$ cat src/rtl/tcbm_pkg.sv
// ----------------------------------------------------------------------------
// Tagged channel byte mailbox package
// Command, response and queue types shared by the mailbox modules.
// ----------------------------------------------------------------------------
package tcbm_pkg;

  localparam int ID_W   = 31;
  localparam int GEN_W  = 25;
  localparam int SLOT_W = 5;

  typedef enum logic [1:0] {
    OP_CREATE = 2'd0,
    OP_WRITE  = 2'd1,
    OP_READ   = 2'd2,
    OP_CLOSE  = 2'd3
  } op_t;

  typedef enum logic [2:0] {
    ST_OK     = 3'd0,
    ST_BAD    = 3'd1,
    ST_EMPTY  = 3'd2,
    ST_FULL   = 3'd3,
    ST_EOF    = 3'd4,
    ST_NOFREE = 3'd5
  } status_t;

  typedef struct packed {
    op_t             op;
    logic [ID_W-1:0] endpoint_id;
    logic [7:0]      data_byte;
    logic            transfer_last;
  } cmd_t;

  typedef struct packed {
    status_t         status;
    logic [7:0]      read_byte;
    logic [ID_W-1:0] new_id;
    logic            last;
  } rsp_t;

  // Decoded command as it waits between front and back.
  typedef struct packed {
    op_t               op;
    logic [GEN_W-1:0]  gen;
    logic [SLOT_W-1:0] slot;
    logic              slot_ok;
    logic              end_sel;
    logic [7:0]        data_byte;
    logic              last;
  } item_t;

  typedef struct packed {
    logic  valid;
    item_t item;
  } q_head_t;

  typedef enum logic {
    BK_EXEC = 1'b0,
    BK_RESP = 1'b1
  } back_state_t;

endpackage

$ cat src/rtl/tcbm_front.sv
// ----------------------------------------------------------------------------
// Tagged channel byte mailbox: front end
// Accept commands, split the endpoint id and hold them in a two-entry queue.
// ----------------------------------------------------------------------------
module tcbm_front #(
  parameter int NUM_CHANNELS = 8
) (
  input  logic              clk,
  input  logic              rst,
  input  logic              start,
  output logic              busy,
  input  tcbm_pkg::cmd_t    cmd,
  output tcbm_pkg::q_head_t head,
  input  logic              pop
);
  import tcbm_pkg::*;

  localparam logic [SLOT_W:0] NC_L = (SLOT_W + 1)'(NUM_CHANNELS);

  item_t      entry [2];
  item_t      item_in;
  logic       wr_ptr;
  logic       rd_ptr;
  logic [1:0] count;
  logic       push;

  assign busy = (count == 2'd2);
  assign push = start && !busy;

  always_comb begin
    item_in.op        = cmd.op;
    item_in.gen       = cmd.endpoint_id[ID_W-1:SLOT_W+1];
    item_in.slot      = cmd.endpoint_id[SLOT_W:1];
    item_in.slot_ok   = ({1'b0, cmd.endpoint_id[SLOT_W:1]} < NC_L);
    item_in.end_sel   = cmd.endpoint_id[0];
    item_in.data_byte = cmd.data_byte;
    item_in.last      = cmd.transfer_last;
  end

  assign head.valid = (count != 2'd0);
  assign head.item  = entry[rd_ptr];

  always_ff @(posedge clk) begin
    if (push) begin
      entry[wr_ptr] <= item_in;
    end
  end

  always_ff @(posedge clk) begin
    if (rst) begin
      wr_ptr <= 1'b0;
      rd_ptr <= 1'b0;
      count  <= 2'd0;
    end else begin
      if (push) begin
        wr_ptr <= ~wr_ptr;
      end
      if (pop) begin
        rd_ptr <= ~rd_ptr;
      end
      case ({push, pop})
        2'b10:   count <= count + 2'd1;
        2'b01:   count <= count - 2'd1;
        default: count <= count;
      endcase
    end
  end

endmodule

$ cat config.mk
export PLATFORM = sky130hd
export DESIGN_NAME = tcbm_front
export DESIGN_NICKNAME = d
export VERILOG_FILES = /design/src/rtl/tcbm_pkg.sv /design/src/rtl/tcbm_front.sv
export SDC_FILE = /design/constraint.sdc
export NUM_CORES = 1
export LEC_CHECK = 0
export ABC_AREA = 1
export ABC_CLOCK_PERIOD_IN_PS = 3310
export BUFFER_PORTS_ARGS = -buffer_cell sky130_fd_sc_hd__buf_2
export CAP_MARGIN = 40
export CORE_AREA = 2 2 86 88
export CTS_CLUSTER_DIAMETER = 120
export DETAILED_ROUTE_END_ITERATION = 10
export DIE_AREA = 0 0 88 90
export GPL_TIMING_DRIVEN = 0
export HOLD_SLACK_MARGIN = 0.06
export PLACE_DENSITY = 0.88
export SLEW_MARGIN = 20
export SYNTH_ARGS = -nofsm -noshare
export SYNTH_HDL_FRONTEND = slang
export SYNTH_SLANG_ARGS = --single-unit
$ cat constraint.sdc
create_clock -name clk -period 3.31 [get_ports clk]
set_input_delay 0.1655 -clock clk [delete_from_list [all_inputs] [get_ports clk]]
set_output_delay 0.1655 -clock clk [all_outputs]
set_load 0.1 [all_outputs]
---- After elaboration in Yosys (flattened, before gate mapping) ----
Memory sizes are Yosys's and may differ from the RTL's. A register that Yosys moved wholly into a read port is not among the register bits.
Cells that the tools add are included.
operators by class
  equality and inequality tests ........... 3
  reduce and logical (&&, ||, !) cells .... 4
  bitwise gates (word level) .............. 2
  add/sub/neg operators ................... 2
  $lt $le $gt $ge ......................... 1
  muxes and demuxes ....................... 5
operators with widths
  kind                 count
  $lt 5x4->1 const B   1
  $eq 2x2->1 const B   2
  $mux 1               4
  $pmux 2 s2           1
  $reduce_bool 2->1    2
  $add 2x1->2 const B  1
  $eq 2x1->1 const B   1
  $not 1->1            2
  $sub 2x1->2 const B  1
  $logic_and 1x1->1    1
  $logic_not 1->1      1
word-level totals
  memories kept ........................... 1
  register bits ........................... 4
  memory bits (writable) .................. 86
  input port bits ......................... 46
memory list
  name   words  bits a word  read ports  clocked after memory_dff  write ports  line              text
  entry  2      43           1           1                         1            tcbm_front.sv:20  item_t entry [2];

---- Logic depth before layout (Yosys ltp) ----
Gate-level depths: netlist (run 1).
  word-level depth ........................ 5
  depth in mapped cells ................... 10
  depth with buffers taken out ............ 10

---- Least setup slack after synthesis (run 1) ----
OpenSTA, ideal clock, no wires.
  kind .................................... reg-to-reg
  from .................................... register count[1]
  to ...................................... memory entry[0][0] (netlist name), enable pin
  cell stages (with the launch flop) ...... 6
  slack ................................... -0.040 ns
  clock period less this slack ............ 3.350 ns
  data arrival time ....................... 2.906 ns
  cell sequence ........................... dfxtp_1 > inv_1 > nor2_1 > nor2_1 > inv_1 > nor2_1
between the ends
  word-level cells in the longest chain between the ends .. 5
RTL lines
  what                          line              text
  from (decl)                   tcbm_front.sv:24  logic [1:0] count;
  from (signal assigned)        tcbm_front.sv:62  2'b10: count <= count + 2'd1;
  from (signal assigned)        tcbm_front.sv:63  2'b01: count <= count - 2'd1;
  from (signal assigned)        tcbm_front.sv:64  default: count <= count;
  $eq 2x2->1                    tcbm_front.sv:27  assign busy = (count == 2'd2);
  named net busy                tcbm_front.sv:11  output logic busy,
  $logic_not 1->1               tcbm_front.sv:28  assign push = start && !busy;
  $logic_and 1x1->1             tcbm_front.sv:28
  $mux 1                        tcbm_front.sv:44  if (push) begin
  $mux 1 (implied by the code)  tcbm_front.sv:45  entry[wr_ptr] <= item_in;
  to (decl)                     tcbm_front.sv:20
The timed path passes the listed nets, and every way through them passes these cells.

---- Final worst setup path (run 1) ----
  from .................................... register count[1]
  to ...................................... memory entry[0][28] (netlist name), enable pin
between the ends
  word-level cells in the longest chain between the ends .. 5
RTL lines
  what                          line
  $eq 2x2->1                    tcbm_front.sv:27
  $logic_not 1->1               tcbm_front.sv:28
  $logic_and 1x1->1             tcbm_front.sv:28
  $mux 1                        tcbm_front.sv:44
  $mux 1 (implied by the code)  tcbm_front.sv:45
Every way passes these cells.

==> out/qor.yml, run 1 <==
cts_resized: 0
r2r-end: "entry[0][28]"
finalNonFillerCells: 422
leakage_nw: 1.970
avgRoutedWirePerCell_um: 15.31
worst_slack_ns: 1.506
r2r_slack_ns: 1.51
grt_pass1_vias: 2078
dpl_cell_area_mm2: 0.004192
worstPathArrival_ns: 1.86
num-fill-cells: 462
hold_viol: 0
synth_top_area_share: 0.7280
die_w_um: 88
worstPathMaxFanout: 17
required_ns: 3.36
grt_overflow: 0
first_pass_iters: 4
io_buffers: 90
drt_wl_total_um: 6460
seqCellArea_mm2: 0.002683
cp-endpoint: "entry[0][28]"
slowest_delay_ns: 0.45
max-vdd-ir-drop_uv: 498.0
die_y_um: 90
track_usage: 0.1683
io_pins: 91
top_usage_layer: "met2"
power.density_mw_per_mm2: 653.5
drt.antenna.violating_nets: 0
grt_pass1_wl_um: 9798
drtIter0Drc: 82
pre_cts_slack_ns: 1.510
diodes: 0
final_nets: 365
yosysSeqAreaShare: 0.7563
cp-end-kind: "flop"
synth.area.top_cells: "edfxtp_1, mux2_4, dfxtp_1"
dr_total_vias: 1957
gr-usage-met2: 0.3018
synth.distinct_cells: 14
rsz0062_at_grt: "false"
detailed_place_hpwl_um: 3924
hp-class: "in2reg"
synth_nets: 218
cpLargestDelayFamily: "simple AND/OR/NAND/NOR gates"
r2r-start: "count[1]"
synthesis.area_mm2: 0.003547
fmax_ghz: 0.5542
syn_inst: 171
drive_gt1_frac: 0.4830
cap_violations: 0
ys_seq_elements: 91
cts_inserted_buffers: 9
multi_input_area_um2: 750.7
cts_root_buf: "clkbuf_8"
hold_slack_ns: 0.1401
fin_crit_sh: 0.5451
placed_cells: 363
htree_levels: 3
avgSynthCellArea_um2: 20.74
start_kind: "flop"
met1_usage: 0.1780
gp_congestion: 0.6165
syn_to_final_growth_pct: 36.90
status: "complete, no violations"
grt_max_degree: 28
worstMarginPinSlew_ns: 0.5504
slew_headroom: 0.6322
clk_latency_ns: 0.34
crit_buf_inv: 3
cp.depth: 6
clockBufferDepth: 2
core_mm2: 0.007020
path_clk_slew_ns: 0.08
crit_start: "count[1]"
clock-sinks: 91
cts_tree: "done"
drv_slew: 0
ys_warn_count: 0
crit_path_top_delay_cell: "nor2_4"
grt_antenna_before_repair: 0
crit_chain: "inv_1, nor2_1, nor2_1, inv_1, nor2_4, buf_16"
tns_ns: 0
via_per_inst: 4.637
fin_area_mm2: 0.004856
initial_core_util: 0.5053
fin_skew_ns: 0.006229
dieArea_mm2: 0.007920
rows: 31
period_needed_ns: 1.804
path_class: "reg2reg"
met3_usage: 0.04867
drc: 0
setup_viol: 0
synth.largest_area_cell: "edfxtp_1"
worst-r2r-cell-count: 6
-- routing by layer --
layer | vias up | wire (µm)
met5 | - | 0
met1 | 934 | 2467
met2 | 75 | 3518
met3 | 13 | 345
met4 | 0 | 129
li1 | 935 | -
-- worst min path at each step --
stage,end,startpoint,slack (ns),depth (start not counted)
floorplan,flop,rst,0.24,1
global placement,entry[0][0],cmd[0],0.35,1
detailed placement,entry[1][39],cmd[38],0.36,1
CTS,flop,pop,0.11,3
global route,flop,pop,0.13,3
finish,flop,pop,0.14,3
-- what timing repair did --
item | 4_1_cts | 5_1_grt
hold buffers | 43 | 0
endpoints found under the hold margin | 86 | 0
buffers inserted | 0 | 0
-- cell usage after synthesis (all sizes together) --
cell    instances
edfxtp         86
mux2           43
nor2           12
inv             8
nand2           7
buf             5
dfxtp           5
a21oi           1
ha              1
nand4           1
o21ai           1
xnor2           1
-- placed cells by master (no fill, tap or decap) --
master	instances
a21oi_1	1
dlygate4sd3_1	43
buf_2	90
clkbuf_1	3
ha_1	1
clkbuf_8	9
xnor2_1	1
edfxtp_1	86
nand4_1	1
nor2_1	11
bufinv_16	3
buf_8	1
dfxtp_1	5
o21ai_0	1
inv_2	1
nor2_4	1
clkinv_4	1
mux2_2	3
mux2_4	40
buf_16	1
buf_6	1
nand2_1	7
buf_12	5
inv_1	7
-- tightest hold or removal path: cells and delay by family --
kind / cells / cell delay [ns]
buffers and inverters: 1 / 0.12
AND/OR/NAND/NOR: 1 / 0.08
XOR/XNOR: 1 / 0.08
-- final cells by class --
type | instances | area share
inverter | 8 | 0.006184
clock inverter | 4 | 0.02036
sequential | 91 | 0.5524
clock buffer | 12 | 0.02783
tap | 99 | 0.02551
timing repair buffer | 136 | 0.1943
multi-input combinational | 67 | 0.1546
buffer | 5 | 0.01881
-- registers in the layout (all words and copies together), names as in the netlist, named ones only --
name and count:
wr_ptr 1, count 2, rd_ptr 1, entry 86
-- kinds of logic after synthesis --
logic type / count (synthesis) / synth area share
AO/OA/AOI/OAI: 2 / 0.002819
AND/OR/NAND/NOR: 20 / 0.02187
flip-flops: 91 / 0.7563
XOR/XNOR: 1 / 0.002470
multiplexers: 43 / 0.1788
buffers and inverters: 13 / 0.03422
adder cells (fa/ha/maj): 1 / 0.003527
-- power by group --
group | switching, W | leakage (nW) | internal [W]
sequential | 0.0000260 | 0.845 | 0.00136
combinational | 0.000687 | 1.01 | 0.000244
clock | 0.000352 | 0.115 | 0.000504
-- metrics by stage --
step,power [W],util
after floorplan,0.002153,-
after CTS,0.003199,0.6917
after global routing,0.003275,0.6917
final,0.003173,0.6917
after detailed placement,0.002303,0.5970
after global placement,0.002269,0.5874
Note: power is estimated with default switching activity, not from simulation.
==> inputs of run 2 (changes only) <==
--- a/config.mk
+++ b/config.mk
@@ -6,16 +6,16 @@
 export NUM_CORES = 1
 export LEC_CHECK = 0
 export ABC_AREA = 1
-export ABC_CLOCK_PERIOD_IN_PS = 3310
+export ABC_CLOCK_PERIOD_IN_PS = 1500
 export BUFFER_PORTS_ARGS = -buffer_cell sky130_fd_sc_hd__buf_2
 export CAP_MARGIN = 40
-export CORE_AREA = 2 2 86 88
+export CORE_AREA = 2 2 90 92
 export CTS_CLUSTER_DIAMETER = 120
 export DETAILED_ROUTE_END_ITERATION = 10
-export DIE_AREA = 0 0 88 90
+export DIE_AREA = 0 0 92 94
 export GPL_TIMING_DRIVEN = 0
 export HOLD_SLACK_MARGIN = 0.06
-export PLACE_DENSITY = 0.88
+export PLACE_DENSITY = 0.85
 export SLEW_MARGIN = 20
 export SYNTH_ARGS = -nofsm -noshare
 export SYNTH_HDL_FRONTEND = slang
==> constraint.sdc (replaced) <==
create_clock -name clk -period 1.5 [get_ports clk]
set_input_delay 0.075 -clock clk [delete_from_list [all_inputs] [get_ports clk]]
set_output_delay 0.075 -clock clk [all_outputs]
set_load 0.1 [all_outputs]
==> out/qor.yml, run 2 (synthesis gave the netlist of run 1 again) <==
io_pins: 91
diodes: 0
dr_total_vias: 1987
min_to: "wr_ptr"
setup_viol: 42
die_w_um: 92
die_y_um: 94
clk_latency_ns: 0.34
cpMostUsedCell: "buf_12"
r2r-end: "count[1]"
path_class: "reg2out"
clockBufferDepth: 2
drt_wl_total_um: 7132
hold_start: "start"
rows: 32
core_mm2: 0.007607
path_clk_slew_ns: 0.08
clock-sinks: 91
rsz0062_at_grt: "true"
slowest_delay_ns: 0.33
leakage_nw: 2.257
worstPathMaxFanout: 5
gp_congestion: 0.6664
drtIter0Drc: 103
drv_slew: 0
syn_to_final_growth_pct: 59.58
fin_skew_ns: 0.005983
period_needed_ns: 1.648
fmax_ghz: 0.6069
power.density_mw_per_mm2: 1301
whs_path_depth: 5
top_regs: "entry: 86 flops, count: 2 flops"
most-common-layout-cells: "edfxtp_1, buf_12, buf_2"
multi_input_area_um2: 779.5
required_ns: 1.42
detailed_place_hpwl_um: 3957
start_kind: "flop"
avgRoutedWirePerCell_um: 16.40
r2r_slack_ns: 0.11
drc: 0
slew_headroom: 0.6742
cpLargestDelayFamily: "buffers and inverters"
grt_pass1_vias: 2168
grt_pass1_wl_um: 10940
drt.antenna.violating_nets: 0
grt_overflow: 0
crit_chain: "buf_12, buf_12, buf_16, mux2_4, buf_12"
io_buffers: 90
final_nets: 375
crit_buf_inv: 4
num-fill-cells: 433
worstPathArrival_ns: 1.57
final_common_cell: "edfxtp_1"
r2r-start: "count[1]"
fin_crit_sh: 1.098
worst_slack_ns: -0.1477
cts_inserted_buffers: 9
final_util: 0.7441
hp-class: "in2reg"
largest_reg_flops: 86
initial_core_util: 0.4663
grt_antenna_before_repair: 0
htree_levels: 3
cap_violations: 0
drive_gt1_frac: 0.5165
status: "complete, but fails checks"
cp-end-kind: "output port"
cts_tree: "done"
max-vdd-ir-drop_uv: 777.6
worst-r2r-cell-count: 10
seqCellArea_mm2: 0.002686
failed_checks: "setup timing"
hold_viol: 0
via_per_inst: 4.568
first_pass_iters: 4
dpl_cell_area_mm2: 0.004204
grt_max_degree: 26
top_register: "entry"
dieArea_mm2: 0.008648
cts_root_buf: "clkbuf_8"
track_usage: 0.1741
crit_path_top_delay_cell: "dfxtp_2"
worstMarginPinSlew_ns: 0.4921
fin_area_mm2: 0.005660
==> run 2: cell types whose count changed in the layout (fill, tap and decap cells not counted), sizes merged <==
cell and change:
inv -1, clkinv +2, clkinvlp +4, dlygate4sd3 +2
buf +7, bufinv -2, clkbuf -2
==> run 2: through the flow <==
step	hold slack (ns)	total power, W	setup TNS [ns]	worst slack (ns)	cells
after CTS	0.09618	0.007337	-3.967	-0.1711	433
after global placement	0.2636	0.005023	-41.67	-0.5019	363
final	0.1191	0.007363	-3.094	-0.1477	435
after floorplan	0.1474	0.004769	-36.62	-0.5515	171
after detailed placement	0.2650	0.005083	-12.64	-0.2678	365
after global routing	0.1075	0.007617	-5.643	-0.1995	435
==> run 2: power breakdown <==
part | internal (W) | switching [W] | total [W]
sequential | 0.00300 | 0.0000637 | 0.00307
clock | 0.000770 | 0.000810 | 0.00158
combinational | 0.00108 | 0.00163 | 0.00272
==> run 2: how the worst max path moves through the flow <==
stage          startpoint      endpoint  slack [ns]  depth (start not counted)
6_report             flop      head[30]       -0.15                          5
3_3_place_gp     count[1]  entry[0][35]       -0.50                          5
2_1_floorplan    count[1]   entry[1][0]       -0.55                          5
4_1_cts              flop      head[28]       -0.17                          5
3_5_place_dp     count[1]   entry[1][0]       -0.27                          6
5_1_grt              flop      head[30]       -0.20                          5
==> run 2: worst reg2reg max path, cell delays in order, from the launching register on <==
cell     delay (ns)
dfxtp_2        0.36
inv_2          0.06
nor2_4         0.13
nor2_4         0.05
inv_1          0.11
ha_1           0.27
inv_1          0.09
nand2_1        0.05
nor2_1         0.08
nor2_1         0.05
nor2_1         0.08
==> run 2: layout make-up <==
| cell class | count | share of cell area |
|---|---|---|
| Multi-Input combinational cell | 67 | 0.1377 |
| Timing Repair Buffer | 145 | 0.3059 |
| Clock buffer | 10 | 0.02255 |
| Sequential cell | 91 | 0.4746 |
| Tap cell | 102 | 0.02255 |
| Inverter | 8 | 0.005968 |
| Clock inverter | 6 | 0.01172 |
| Buffer | 5 | 0.01768 |
| Timing Repair inverter | 1 | 0.001326 |
==> run 2: metal layers <==
metal  global-route usage  vias to the layer above  part of all wire
met3              0.05297                        7             0.053
met1               0.1759                      966              0.36
met4              0.05970                        0             0.011
li1                     -                      956                 -
met2               0.3376                       58              0.58
met5                    0                        -                 0
==> run 2: repair_timing <==
action | 4_1_cts | 5_1_grt
hold endpoints to repair | 91 | 0
resized for setup | 170 | 13
cloned | 3 | 0
endpoints found under the setup margin | 129 | 43
hold buffers | 45 | 0
pin swaps | 1 | 0
setup buffers | 4 | 3
==> inputs of run 3 (changes only) <==
--- a/config.mk
+++ b/config.mk
@@ -16,6 +16,7 @@
 export GPL_TIMING_DRIVEN = 0
 export HOLD_SLACK_MARGIN = 0.06
 export PLACE_DENSITY = 0.85
+export RECOVER_POWER = 25
 export SLEW_MARGIN = 20
 export SYNTH_ARGS = -nofsm -noshare
 export SYNTH_HDL_FRONTEND = slang
==> out/qor.yml, run 3 (synthesis gave the netlist of run 1 again) <==
worstPathMaxFanout: 5
slowest_delay_ns: 0.33
grt_pass1_wl_um: 10940
final_nets: 375
top_usage_layer: "met2"
first_pass_iters: 4
io_buffers: 90
leakage_nw: 2.218
switching_share: 0.3410
fmax_ghz: 0.6069
detailed_place_hpwl_um: 3957
drc: 0
tns_ns: -3.099
required_ns: 1.42
clock-sinks: 91
path_class: "reg2out"
seqCellArea_mm2: 0.002686
failed_checks: "setup timing"
via_per_inst: 4.589
p_int_w: 0.004850
htree_levels: 3
worstPathArrival_ns: 1.57
grt_max_degree: 26
hold_viol: 0
clk_latency_ns: 0.35
crit_path_top_delay_cell: "dfxtp_2"
power_switching_w: 0.002510
setup_viol: 43
dr_total_vias: 1996
rsz0062_at_grt: "true"
p_clk_frac: 0.215
worst_slack_ns: -0.1478
start_kind: "flop"
largest_reg_flops: 86
track_usage: 0.1741
met1_usage: 0.1759
slew_headroom: 0.6742
status: "complete, but fails checks"
initial_core_util: 0.4663
syn_to_final_growth_pct: 59.08
met3_usage: 0.05297
die_y_um: 94
drt.antenna.violating_nets: 0
final_util: 0.7418
grt_pass1_vias: 2168
hp-class: "in2reg"
gr-usage-met2: 0.3376
top_regs: "entry: 86 flops, count: 2 flops"
grt_antenna_before_repair: 0
cts_inserted_buffers: 9
most-common-layout-cells: "edfxtp_1, buf_12, dlygate4sd3_1"
fin_crit_sh: 1.099
num-fill-cells: 442
cap_violations: 0
io_pins: 91
drv_slew: 0
cpLargestDelayFamily: "buffers and inverters"
drive_gt1_frac: 0.4745
dieArea_mm2: 0.008648
r2r-start: "count[1]"
die_w_um: 92
diodes: 0
path_clk_slew_ns: 0.08
crit_buf_inv: 4
crit_chain: "buf_12, buf_12, buf_16, mux2_4, buf_12"
max-vdd-ir-drop_uv: 776.0
cp-end-kind: "output port"
multi_input_area_um2: 779.5
cpMostUsedCell: "buf_12"
p_seq_frac: 0.417
top_register: "entry"
grt_overflow: 0
worstMarginPinSlew_ns: 0.4921
final_common_cell: "edfxtp_1"
cts_root_buf: "clkbuf_8"
power_frac_comb: 0.369
core_mm2: 0.007607
avgRoutedWirePerCell_um: 16.39
clockBufferDepth: 2
fin_skew_ns: 0.006277
drtIter0Drc: 95
power.density_mw_per_mm2: 1304
hold_start: "start"
gp_congestion: 0.6664
rows: 32
period_needed_ns: 1.648
drt_wl_total_um: 7129
cts_tree: "done"
## run 3: changes by cell type in the layout (fill, tap and decap cells not counted), sizes merged
cell	change
buf	-13
clkbuf	+13
## run 3: worst register-to-register path: cells and delay by family (launching register included)
kind / cells / cell delay, ns
buffers and inverters: 3 / 0.26
DFF: 1 / 0.36
adders and majority gates: 1 / 0.27
and+or+nand+nor: 6 / 0.44
## run 3: area by class of cell
cell class,count,share of cell area
Sequential cell,91,0.4761
Multi-Input combinational cell,67,0.1381
Buffer,5,0.01774
Clock inverter,6,0.01175
Timing Repair Buffer,145,0.3038
Clock buffer,10,0.02262
Inverter,8,0.005987
Timing Repair inverter,1,0.001330
Tap cell,102,0.02262
## run 3: timing repair
action                                 in CTS  in global routing
resized for setup                         170                 13
hold buffers                               45                  0
pin swaps                                   1                  0
buffers inserted                            4                  3
setup endpoints to repair                 129                 43
cloned                                      3                  0
endpoints found under the hold margin      91                  0
## run 3: power by group through the flow
stage | registers, W | clock network, W | logic (W)
after floorplan | 0.00310 | 0 | 0.00166
after global placement | 0.00311 | 0 | 0.00191
after detailed placement | 0.00312 | 0 | 0.00196
after CTS | 0.00306 | 0.00161 | 0.00266
after global routing | 0.00308 | 0.00173 | 0.00280
final | 0.00307 | 0.00158 | 0.00271
## run 3: metal layers
layer  wire [µm]  vias to the layer above  share of wire
li1            -                      956              -
met1        2548                      973           0.36
met2        4116                       60           0.58
met3         386                        7          0.054
met4          77                        0          0.011
met5           0                        -              0
## run 3: worst paths after layout
| path | endpoint | slack (ns) | depth (start not counted) |
|---|---|---|---|
| setup reg to reg | count[1] | 0.10 | 10 |
| hold / removal | wr_ptr | 0.12 | 5 |
| setup / recovery | head[30] | -0.15 | 5 |
| hold reg to reg | count[1] | 0.53 | 2 |
## run 3: stage by stage
step	setup slack [ns]	power (W)	area, µm²	cells	hold slack, ns
detailed placement	-0.2678	0.005083	4204	365	0.2650
CTS	-0.1711	0.007337	5600	433	0.09618
global placement	-0.5019	0.005023	4156	363	0.2636
global route	-0.1995	0.007612	5643	435	0.1075
floorplan	-0.5515	0.004769	3578	171	0.1474
finish	-0.1478	0.007359	5643	435	0.1199
